**src/design/sct_pkg.sv**
```systemverilog
//------------------------------------------------------------------------------
// sct_pkg
// Shared types and constants of the source code tokenizer.
//------------------------------------------------------------------------------
`timescale 1ns / 1ps
package sct_pkg;
    localparam int MaxTokenLength = 255;
    localparam logic [7:0] LEN_CAP = (MaxTokenLength < 255) ? 8'(MaxTokenLength) : 8'd255;
    localparam logic [62:0] VALUE_MAX = {63{1'b1}};

    typedef enum logic [3:0] {
        K_END = 4'd0, K_IDENT = 4'd1, K_IF = 4'd2, K_FOR = 4'd3, K_ELSE = 4'd4,
        K_TRUE = 4'd5, K_WHILE = 4'd6, K_FALSE = 4'd7, K_RETURN = 4'd8,
        K_INT = 4'd9, K_FLOAT = 4'd10, K_STRING = 4'd11, K_SYMBOL = 4'd12,
        K_PAIR = 4'd13, K_ERROR = 4'd14
    } kind_t;

    typedef enum logic [9:0] {
        M_IDLE = 10'b0000000001, M_WORD = 10'b0000000010, M_INT = 10'b0000000100,
        M_DOT = 10'b0000001000, M_FRAC = 10'b0000010000, M_STRING = 10'b0000100000,
        M_PEND = 10'b0001000000, M_LINE = 10'b0010000000, M_BLOCK = 10'b0100000000,
        M_BSTAR = 10'b1000000000
    } mode_t;

    typedef struct packed {
        logic [3:0]  kind;
        logic [7:0]  first_symbol;
        logic [7:0]  second_symbol;
        logic [7:0]  token_length;
        logic [62:0] token_value;
        logic [15:0] line_number;
    } token_t;

    function automatic logic is_letter(input logic [7:0] c);
        return (c >= "a" && c <= "z") || (c >= "A" && c <= "Z") || c == "_";
    endfunction

    function automatic logic is_digit(input logic [7:0] c);
        return c >= "0" && c <= "9";
    endfunction

    function automatic logic [7:0] len_inc(input logic [7:0] n);
        return (n < LEN_CAP) ? n + 8'd1 : LEN_CAP;
    endfunction
endpackage

```
**src/design/sct_step.sv**
```systemverilog
//------------------------------------------------------------------------------
// sct_step
// Scanner state and per-byte next-state / token logic.
//------------------------------------------------------------------------------
`timescale 1ns / 1ps
module sct_step (
    input  logic            clk,
    input  logic            rst_n,
    input  logic            advance,
    input  logic [7:0]      character,
    output logic [1:0]      count,
    output sct_pkg::token_t tok0,
    output sct_pkg::token_t tok1
);
    import sct_pkg::*;

    mode_t       mode_reg, mode_next;
    logic [47:0] prefix_reg, prefix_next;
    logic [7:0]  len_reg, len_next;
    logic [62:0] acc_reg, acc_next;
    logic [7:0]  pend_reg, pend_next;
    logic [15:0] line_reg, line_next;
    logic [15:0] sline_reg, sline_next;

    logic [7:0]  c;
    logic        letter, digit, word, opch, pairs, run_idle;
    logic [3:0]  d;
    logic [66:0] acc_mul;
    logic        sat;
    logic [3:0]  wkind;
    token_t      pre_tok, idle_tok;
    logic        pre_v, idle_v;

    assign c      = character;
    assign letter = is_letter(c);
    assign digit  = is_digit(c);
    assign word   = letter | digit;
    assign d      = 4'(c - "0");
    assign opch   = c == "=" || c == "+" || c == "-" || c == "*" || c == "/" || c == "!"
                 || c == "<" || c == ">" || c == ":" || c == "." || c == "&" || c == "|";
    // acc * 10 as (acc << 3) + (acc << 1)
    assign acc_mul = {1'b0, acc_reg, 3'b0} + {3'b0, acc_reg, 1'b0} + 67'(d);
    assign sat     = acc_mul > {4'b0, VALUE_MAX};

    always_comb
    begin
        pairs = 1'b0;
        if (c == "=" && (pend_reg == "=" || pend_reg == "+" || pend_reg == "-"
            || pend_reg == "*" || pend_reg == "/" || pend_reg == "!"
            || pend_reg == "<" || pend_reg == ">"))
            pairs = 1'b1;
        if (c == pend_reg && (pend_reg == "+" || pend_reg == "-" || pend_reg == ":"
            || pend_reg == "." || pend_reg == "&" || pend_reg == "|"))
            pairs = 1'b1;
        if (pend_reg == "-" && c == ">")
            pairs = 1'b1;
    end

    always_comb
    begin
        wkind = K_IDENT;
        case (len_reg)
            8'd2: if (prefix_reg[15:0] == "if") wkind = K_IF;
            8'd3: if (prefix_reg[23:0] == "for") wkind = K_FOR;
            8'd4:
            begin
                if (prefix_reg[31:0] == "else") wkind = K_ELSE;
                if (prefix_reg[31:0] == "true") wkind = K_TRUE;
            end
            8'd5:
            begin
                if (prefix_reg[39:0] == "while") wkind = K_WHILE;
                if (prefix_reg[39:0] == "false") wkind = K_FALSE;
            end
            8'd6: if (prefix_reg == "return") wkind = K_RETURN;
            default: wkind = K_IDENT;
        endcase
    end

    always_comb
    begin
        mode_next  = mode_reg;
        prefix_next = prefix_reg;
        len_next   = len_reg;
        acc_next   = acc_reg;
        pend_next  = pend_reg;
        line_next  = line_reg;
        sline_next = sline_reg;
        pre_v      = 1'b0;
        pre_tok    = '0;
        run_idle   = 1'b0;
        idle_v     = 1'b0;
        idle_tok   = '0;

        case (mode_reg)
            M_WORD:
                if (word)
                begin
                    if (len_reg < 8'd6) prefix_next = {prefix_reg[39:0], c};
                    len_next = len_inc(len_reg);
                end
                else
                begin
                    pre_v = 1'b1;
                    pre_tok.kind = wkind;
                    pre_tok.token_length = len_reg;
                    pre_tok.line_number = sline_reg;
                    run_idle = 1'b1;
                end
            M_INT:
                if (digit)
                begin
                    acc_next = sat ? VALUE_MAX : acc_mul[62:0];
                    len_next = len_inc(len_reg);
                end
                else if (c == ".")
                    mode_next = M_DOT;
                else
                begin
                    pre_v = 1'b1;
                    pre_tok.kind = K_INT;
                    pre_tok.token_length = len_reg;
                    pre_tok.token_value = acc_reg;
                    pre_tok.line_number = sline_reg;
                    run_idle = 1'b1;
                end
            M_DOT:
                if (digit)
                begin
                    mode_next = M_FRAC;
                    len_next = len_inc(len_inc(len_reg));
                end
                else if (c == ".")
                begin
                    pre_v = 1'b1;
                    pre_tok.kind = K_INT;
                    pre_tok.token_length = len_reg;
                    pre_tok.token_value = acc_reg;
                    pre_tok.line_number = sline_reg;
                    idle_v = 1'b1;
                    idle_tok.kind = K_PAIR;
                    idle_tok.first_symbol = ".";
                    idle_tok.second_symbol = ".";
                    idle_tok.line_number = line_reg;
                    mode_next = M_IDLE;
                end
                else
                begin
                    pre_v = 1'b1;
                    pre_tok.kind = K_FLOAT;
                    pre_tok.token_length = len_inc(len_reg);
                    pre_tok.line_number = sline_reg;
                    run_idle = 1'b1;
                end
            M_FRAC:
                if (digit)
                    len_next = len_inc(len_reg);
                else
                begin
                    pre_v = 1'b1;
                    pre_tok.kind = K_FLOAT;
                    pre_tok.token_length = len_reg;
                    pre_tok.line_number = sline_reg;
                    run_idle = 1'b1;
                end
            M_STRING:
                if (word)
                    len_next = len_inc(len_reg);
                else if (c == "\"")
                begin
                    pre_v = 1'b1;
                    pre_tok.kind = K_STRING;
                    pre_tok.token_length = len_reg;
                    pre_tok.line_number = sline_reg;
                    mode_next = M_IDLE;
                end
                else
                begin
                    pre_v = 1'b1;
                    pre_tok.kind = K_ERROR;
                    pre_tok.token_length = len_reg;
                    pre_tok.line_number = sline_reg;
                    run_idle = 1'b1;
                end
            M_PEND:
                if (pend_reg == "/" && c == "/")
                    mode_next = M_LINE;
                else if (pend_reg == "/" && c == "*")
                    mode_next = M_BLOCK;
                else if (pairs)
                begin
                    pre_v = 1'b1;
                    pre_tok.kind = K_PAIR;
                    pre_tok.first_symbol = pend_reg;
                    pre_tok.second_symbol = c;
                    pre_tok.line_number = sline_reg;
                    mode_next = M_IDLE;
                end
                else
                begin
                    pre_v = 1'b1;
                    pre_tok.kind = K_SYMBOL;
                    pre_tok.first_symbol = pend_reg;
                    pre_tok.line_number = sline_reg;
                    run_idle = 1'b1;
                end
            M_LINE:
                if (c == "\n")
                begin
                    line_next = line_reg + 16'd1;
                    mode_next = M_IDLE;
                end
                else if (c == 8'd0)
                    run_idle = 1'b1;
            M_BLOCK, M_BSTAR:
                if (c == 8'd0)
                    run_idle = 1'b1;
                else if (c == "/" && mode_reg == M_BSTAR)
                    mode_next = M_IDLE;
                else
                begin
                    if (c == "\n") line_next = line_reg + 16'd1;
                    mode_next = (c == "*") ? M_BSTAR : M_BLOCK;
                end
            default:
                run_idle = 1'b1;
        endcase

        if (run_idle)
        begin
            mode_next = M_IDLE;
            if (c == 8'd0)
            begin
                idle_v = 1'b1;
                idle_tok.kind = K_END;
                idle_tok.line_number = line_reg;
            end
            else if (c == " ")
            begin
            end
            else if (c == "\n")
                line_next = line_reg + 16'd1;
            else if (letter)
            begin
                mode_next = M_WORD;
                prefix_next = {40'd0, c};
                len_next = 8'd1;
                sline_next = line_reg;
            end
            else if (digit)
            begin
                mode_next = M_INT;
                acc_next = 63'(d);
                len_next = 8'd1;
                sline_next = line_reg;
            end
            else if (c == "\"")
            begin
                mode_next = M_STRING;
                len_next = 8'd0;
                sline_next = line_reg;
            end
            else if (opch)
            begin
                mode_next = M_PEND;
                pend_next = c;
                sline_next = line_reg;
            end
            else
            begin
                idle_v = 1'b1;
                idle_tok.kind = K_SYMBOL;
                idle_tok.first_symbol = c;
                idle_tok.line_number = line_reg;
            end
        end

        count = 2'(pre_v) + 2'(idle_v);
        tok0  = pre_v ? pre_tok : idle_tok;
        tok1  = idle_tok;
    end

    always_ff @(posedge clk or negedge rst_n)
    begin
        if (!rst_n)
        begin
            mode_reg   <= M_IDLE;
            prefix_reg <= '0;
            len_reg    <= '0;
            acc_reg    <= '0;
            pend_reg   <= '0;
            line_reg   <= '0;
            sline_reg  <= '0;
        end
        else if (advance)
        begin
            mode_reg   <= mode_next;
            prefix_reg <= prefix_next;
            len_reg    <= len_next;
            acc_reg    <= acc_next;
            pend_reg   <= pend_next;
            line_reg   <= line_next;
            sline_reg  <= sline_next;
        end
    end
endmodule

```
**src/design/sct_outq.sv**
```systemverilog
//------------------------------------------------------------------------------
// sct_outq
// Four-entry result queue with valid/stall output.
//------------------------------------------------------------------------------
`timescale 1ns / 1ps
module sct_outq (
    input  logic            clk,
    input  logic            rst_n,
    input  logic [1:0]      count,
    input  sct_pkg::token_t tok0,
    input  sct_pkg::token_t tok1,
    output logic            room,
    output logic            out_valid,
    input  logic            out_stall,
    output sct_pkg::token_t head,
    output logic            head_last
);
    import sct_pkg::*;

    token_t     q_reg [4];
    logic       l_reg [4];
    logic [1:0] rd_reg, wr_reg;
    logic [2:0] fill_reg, fill_next;
    logic       pop, push;

    assign out_valid = fill_reg != 3'd0;
    assign pop       = out_valid && !out_stall;
    assign room      = fill_reg <= 3'd2;
    assign push      = room;
    assign head      = q_reg[rd_reg];
    assign head_last = l_reg[rd_reg];
    assign fill_next = fill_reg + (push ? 3'(count) : 3'd0) - 3'(pop);

    always_ff @(posedge clk)
    begin
        if (push && count != 2'd0)
        begin
            q_reg[wr_reg] <= tok0;
            l_reg[wr_reg] <= count == 2'd1;
        end
        if (push && count == 2'd2)
        begin
            q_reg[wr_reg + 2'd1] <= tok1;
            l_reg[wr_reg + 2'd1] <= 1'b1;
        end
    end

    always_ff @(posedge clk or negedge rst_n)
    begin
        if (!rst_n)
        begin
            rd_reg   <= '0;
            wr_reg   <= '0;
            fill_reg <= '0;
        end
        else
        begin
            if (pop) rd_reg <= rd_reg + 2'd1;
            if (push) wr_reg <= wr_reg + count;
            fill_reg <= fill_next;
        end
    end
endmodule

```
**src/design/source_code_tokenizer_unit.sv**
```systemverilog
//------------------------------------------------------------------------------
// source_code_tokenizer_unit
// Byte-at-a-time source tokenizer.
//------------------------------------------------------------------------------
// Input channel: in_valid/in_stall with one source byte (character); byte 0
// ends the input and yields an end token.
// Output channel: out_valid/out_stall with one token per request; last marks
// the final token caused by one input byte (each byte gives 0, 1 or 2).
// Throughput: one byte per cycle while in_stall is low. A token is written
// into a four-entry queue when the byte that completes it is taken.
// in_stall rises when the queue holds three or more tokens, so a stalled
// receiver backs up the input once three or four tokens are queued.
// Reset clears the scanner to idle, the line counter to zero and empties
// the queue.
//------------------------------------------------------------------------------
`timescale 1ns / 1ps
module source_code_tokenizer_unit (
    input  logic        clk,
    input  logic        rst_n,
    input  logic        in_valid,
    output logic        in_stall,
    input  logic [7:0]  character,
    output logic        out_valid,
    input  logic        out_stall,
    output logic [3:0]  kind,
    output logic [7:0]  first_symbol,
    output logic [7:0]  second_symbol,
    output logic [7:0]  token_length,
    output logic [62:0] token_value,
    output logic [15:0] line_number,
    output logic        last
);
    import sct_pkg::*;

    logic       room, advance;
    logic [1:0] count, qcount;
    token_t     tok0, tok1, head;

    assign in_stall = !room;
    assign advance  = in_valid && room;
    assign qcount   = advance ? count : 2'd0;

    sct_step u_step (
        .clk(clk), .rst_n(rst_n), .advance(advance), .character(character),
        .count(count), .tok0(tok0), .tok1(tok1)
    );

    sct_outq u_outq (
        .clk(clk), .rst_n(rst_n), .count(qcount), .tok0(tok0), .tok1(tok1),
        .room(room), .out_valid(out_valid), .out_stall(out_stall),
        .head(head), .head_last(last)
    );

    assign kind          = head.kind;
    assign first_symbol  = head.first_symbol;
    assign second_symbol = head.second_symbol;
    assign token_length  = head.token_length;
    assign token_value   = head.token_value;
    assign line_number   = head.line_number;
endmodule

```
**config.mk**
```make
export PLATFORM = sky130hd
export DESIGN_NAME = source_code_tokenizer_unit
export DESIGN_NICKNAME = d
export VERILOG_FILES = /design/src/design/sct_pkg.sv /design/src/design/sct_step.sv /design/src/design/sct_outq.sv /design/src/design/source_code_tokenizer_unit.sv
export SDC_FILE = /design/constraint.sdc
export NUM_CORES = 1
export LEC_CHECK = 0
export ABC_CLOCK_PERIOD_IN_PS = 33900
export BUFFER_PORTS_ARGS = -buffer_cell sky130_fd_sc_hd__buf_2
export CAP_MARGIN = 20
export CORE_UTILIZATION = 40
export DETAILED_ROUTE_END_ITERATION = 16
export GPL_ROUTABILITY_DRIVEN = 0
export PLACE_DENSITY_LB_ADDON = 0.25
export SLEW_MARGIN = 0
export SYNTH_ARGS = -nofsm -noshare
export SYNTH_HDL_FRONTEND = slang
export SYNTH_HIERARCHICAL = 1
export SYNTH_SLANG_ARGS = --single-unit
export TNS_END_PERCENT = 5
```
**constraint.sdc**
```tcl
create_clock -name clk -period 33.9 [get_ports clk]
set_input_delay 6.78 -clock clk [delete_from_list [all_inputs] [get_ports clk]]
set_output_delay 6.78 -clock clk [all_outputs]
set_load 0.005 [all_outputs]
```
Yosys cells after proc, flatten, opt, wreduce, memory -nomap -nowiden. Memories as Yosys holds them, arrays and structs flattened. Cells that the tools add are included.

Bits in registers: 176. Bits in writable memories: 432. Output and inout bits: 110. Memories kept: 2.

Add/subtract/negate cells: 12. Order comparisons: 11. Equality and inequality tests: 60. Muxes and demuxes: 159. Bitwise operators: 7. Reduce and logical (&&, ||, !) cells: 53.

Memories: u_outq.q_reg (depth 4, width 107, read ports 1, clocked after memory_dff 0, wr ports 2, line sct_outq.sv:20) `token_t q_reg [4];`; u_outq.l_reg (depth 4, width 1, read ports 1, clocked after memory_dff 0, wr ports 2, line sct_outq.sv:21) `logic l_reg [4];`.

Operator list (number): 2-to-1 mux 63 bit (10); 2-to-1 mux 16 bit (27); 2-to-1 mux 48 bit (8); 2-to-1 mux 87 bit (3); 2-to-1 mux 10 bit (20); == test 8 x 6 -> 1 bit (second input constant) (24); 2-to-1 mux 8 bit (17); one-hot mux 63 bit (2 select lines) (1); 2-to-1 mux 107 bit (1); 2-to-1 mux 20 bit (5); 2-to-1 mux 12 bit (7); == test 40 x 39 -> 1 bit (second input constant) (2); one-hot mux 16 bit (5 select lines) (1); adder 66 x 64 -> 67 bit (1); adder 67 x 4 -> 67 bit (1); > comparator 67 x 63 -> 1 bit (second input constant) (1); == test 32 x 31 -> 1 bit (second input constant) (2); one-hot mux 10 bit (6 select lines) (1); == test 48 x 47 -> 1 bit (second input constant) (1); 2-to-1 mux 4 bit (8); one-hot mux 16 bit (2 select lines) (1); one-hot mux 8 bit (4 select lines) (1); 2-to-1 mux 1 bit (31); logical OR 1 bit (25); other kinds (60) (103).

Logic depth before layout (Yosys ltp).
Word-level depth: 26. Mapped depth: 22.

By module. The synthesis kept the hierarchy.

Modules (own cells, without submodules): sct_outq (times used 1, cells an instance 1114, area an instance 21190.3 um2, sequential area each 13107.6 um2); sct_step (times used 1, cells an instance 1927, area an instance 15691.3 um2, sequential area each 4230.3 um2); source_code_tokenizer_unit (times used 1, cells an instance 4, area an instance 23.8 um2, sequential area each 0.0 um2).

Worst setup path before layout. OpenSTA, ideal clock, no wires.

Path kind: in2reg. Start: input character[6]. End: memory u_outq/q_reg[1][0] (netlist bit), enable pin. Data arrival time: 17.748 ns. Data required time: 33.169 ns. Slack: 15.421 ns. Cell stages on the path: 13. Path buffers: 3. Path through: clkbuf_1 > or2_2 > or4_1 > a21oi_1 > nor2_1 > nor3_1 > nand2_1 > clkbuf_1 > ha_1 > and3_1 > buf_2 > nand2_1 > a211oi_1.

RTL lines: start: declaration (line source_code_tokenizer_unit.sv:22) `input logic [7:0] character,`; end: declaration (line sct_outq.sv:20).

==> results.py <==
metrics = {
    "power": {
        "combPwrFrac_pct": 29.0,
        "internal_power_mw": 1.65,
        "seqPwrFrac_pct": 38.7,
        "leakage_nw": 16.2,
        "switching_power_mw": 0.784,
        "max-vdd-ir-drop_v": 0.0000416,
        "pwr_density_cell_mw_per_mm2": 59.8,
        "power_frac_clock_pct": 32.3,
        "switching_share_pct": 32.2,
    },
    "timing": {
        "hold_violations": 0,
        "worst_slew_margin_rel_pct": 30.2,
        "drv_slew": 0,
        "setup_viol": 0,
        "setup-tns-final_ns": 0,
        "layout_min_cycle_time_ns": 12.53,
        "tightest_slew_ns": 1.05,
        "min_period_over_period_pct": 37.0,
        "fmax_mhz": 79.8,
        "rsz0062_at_grt": "false",
        "skew_ns": 0.0307,
    },
    "yosys": {
        "synth_top_area_cell": "edfxtp_1",
        "synth_edf_count": 428,
        "yosysWarnings": 6,
        "yosysMostFrequentCell": "mux2_2",
        "synth.avg_cell_area_um2": 12.1,
        "ys_types": 103,
        "syn_inst": 3045,
        "ys_top_cells_by_count": "mux2_2, edfxtp_1, nand2_1, dfrtp_1, o21ai_0",
        "netlist.area_leader.share_pct": 34.8,
        "synth_flop_cell": "edfxtp_1",
        "ys_top_cells_by_area": "edfxtp_1, mux2_2, dfrtp_1",
        "yosysSeqAreaShare_pct": 47.0,
        "synth-async-reset-ratio_pct": 28.9,
        "ys_seq_elements": 608,
        "syn-cell-area_mm2": 0.0369,
    },
    "worst_setup_path": {
        "worstSetupStartpoint": "character[4]",
        "worstPathRequired_ns": 34.13,
        "reg2reg_from": "u_step/mode_reg[3]",
        "reg2reg_depth": 16,
        "end_kind": "flop",
        "path_max_fanout": 55,
        "path_class": "input port to flop",
        "worstPathArrival_ns": 12.76,
        "cp-start-kind": "input port",
    },
    "global_route": {
        "track_usage_pct": 20.8,
        "antenna_found_initial": 3,
        "grt_max_degree": 104,
        "grt_first_pass_wirelength_um": 152000,
        "first_global_vias": 25200,
        "grt.overflow.total": 0,
    },
    "final_layout": {
        "largest_reg_flops": 428,
        "final_area_mm2": 0.0407,
        "nets": 3243,
        "nFillCells": 8487,
        "area_growth_pct": 10.3,
        "multi_input_area_mm2": 0.0184,
        "finalNonFillerCells": 4339,
        "drive_gt1_share_pct": 27.5,
        "regArea_mm2": 0.0173,
    },
    "clocking": {
        "root_buffer": "clkbuf_16",
        "clk_latency_ns": 0.63,
        "cts_tree": "built",
        "ctsResizeCount": 0,
        "cts_buffers": 72,
        "hold_buffers": 0,
        "ctsLongestPathBuffers": 3,
        "cts_max_level": 3,
        "clkSlewWorstSetupHoldPaths_ns": 0.06,
        "cts.sink_count": 608,
        "cts_setup_buffers": 0,
    },
    "worst_hold_path": {
        "min_path_cells": 1,
        "hp-start": "u_step/sline_reg[11]",
        "hold_path_class": "flop to flop",
    },
    "route": {
        "dr.pass1.iters": 5,
        "routed_wl_um": 98000,
        "first_iter_violations": 1729,
        "via_count": 25000,
        "wl_per_cell_um": 22.6,
        "drc_errors": 0,
        "postRouteAntennaNets": 0,
        "viasPerCell": 5.77,
    },
    "placed_design": {
        "placed_cell_area_mm2": 0.0382,
        "io_buffers": 121,
        "hpwl_um": 63900,
        "dp.cells": 4201,
    },
    "floorplan": {
        "rows": 111,
        "die_h_um": 306,
        "die_w_um": 306,
        "ios": 122,
        "die_area_mm2": 0.0935,
        "core_area_mm2": 0.0915,
        "initial_core_util_pct": 40.3,
    },
    "status": {
        "status": "finished, final reports clean",
    },
    "run": {
        "drv_cap": 0,
    },
}
[cell type report]
class,count,area share (%)
inverter,39,0.360
timing repair buffer,159,2.32
clock inverter,30,0.870
sequential,608,42.6
clock buffer,104,5.02
antenna,1,0.00615
multi-input combinational,2212,45.2
tap,1186,3.65
[power groups by stage]
stage          Clock, mW  Sequential, mW  Combinational (mW)
2_1_floorplan          0           0.914               0.493
3_3_place_gp           0           0.956               0.712
3_5_place_dp           0           0.956               0.711
4_1_cts            0.805           0.942               0.715
5_1_grt            0.835           0.951               0.768
6_report           0.786           0.941               0.706
[cell families (layout without fill, tap and decap cells)]
family / count (synthesis) / count (layout) / share of synthesized area [%]
buffers and inverters: 301 / 332 / 4.28
DFF: 608 / 608 / 47.0
xor gates and xnor gates: 91 / 91 / 2.16
muxes: 585 / 585 / 21.1
and+or+nand+nor: 736 / 736 / 10.3
AOI/OAI and AO/OA: 584 / 584 / 10.3
other: 1 / 78 / 0.0102
adders and majority gates: 139 / 139 / 4.77
[stage by stage]
step	utilization, %	hold WS, ns	worst slack, ns	power (mW)
final	44.5	0.488	21.37	2.43
after global routing	44.5	0.508	21.04	2.55
after CTS	44.4	0.489	21.48	2.46
after detailed placement	41.8	0.478	20.83	1.67
after global placement	41.8	0.470	20.84	1.67
after floorplan	-	0.436	15.42	1.41
[critical path, stage by stage]
cell and delay, ns:
buf_2 0.25, nand4bb_1 0.24, nor2b_1 0.82, or3_1 0.47, nor4b_2 0.38, nand2_2 0.20, a31oi_2 0.18, buf_4 0.28
inv_1 0.08, ha_1 0.28, and3_1 0.33, nand2b_1 0.27, or3_1 0.39, a21oi_4 0.13, buf_4 0.72, buf_4 0.87
[layout by cell type (no fill, tap or decap), types with 36 or more instances in the layout]
master     instances
buf_2            121
xor2_1            38
a21o_1            41
o21ai_0          162
mux2_1            36
dfrtp_1          173
clkbuf_16         74
nor2b_1           90
mux4_2           108
a211oi_1          57
inv_1             38
nand2_1          208
ha_1             136
mux2_2           439
edfxtp_1         428
nor3_1            50
nand3_1           36
nor2_1           138
xnor2_1           53
a21oi_1          112
conb_1            77
[final timing paths]
| kind | endpoint | slack (ns) |
|---|---|---|
| min in group asynchronous | u_step/acc_reg[61] | 6.27 |
| hold reg to reg | u_step/sline_reg[11] | 0.49 |
| setup / recovery | u_outq/q_reg[2][68] | 21.37 |
| setup reg to reg | u_outq/q_reg[2][68] | 27.30 |
| hold / removal | u_step/sline_reg[11] | 0.49 |
| max in group asynchronous | u_step/acc_reg[8] | 26.27 |
[per-layer routing]
metal | wire length (um) | track usage (%) | up-vias
met3 | 5350 | 3.51 | 138
met2 | 45600 | 33.6 | 647
li1 | - | - | 11700
met5 | 19 | 0 | -
met4 | 2030 | 5.27 | 2
met1 | 45000 | 29.0 | 12600
No activity file was read; power rests on OpenSTA's default activity.
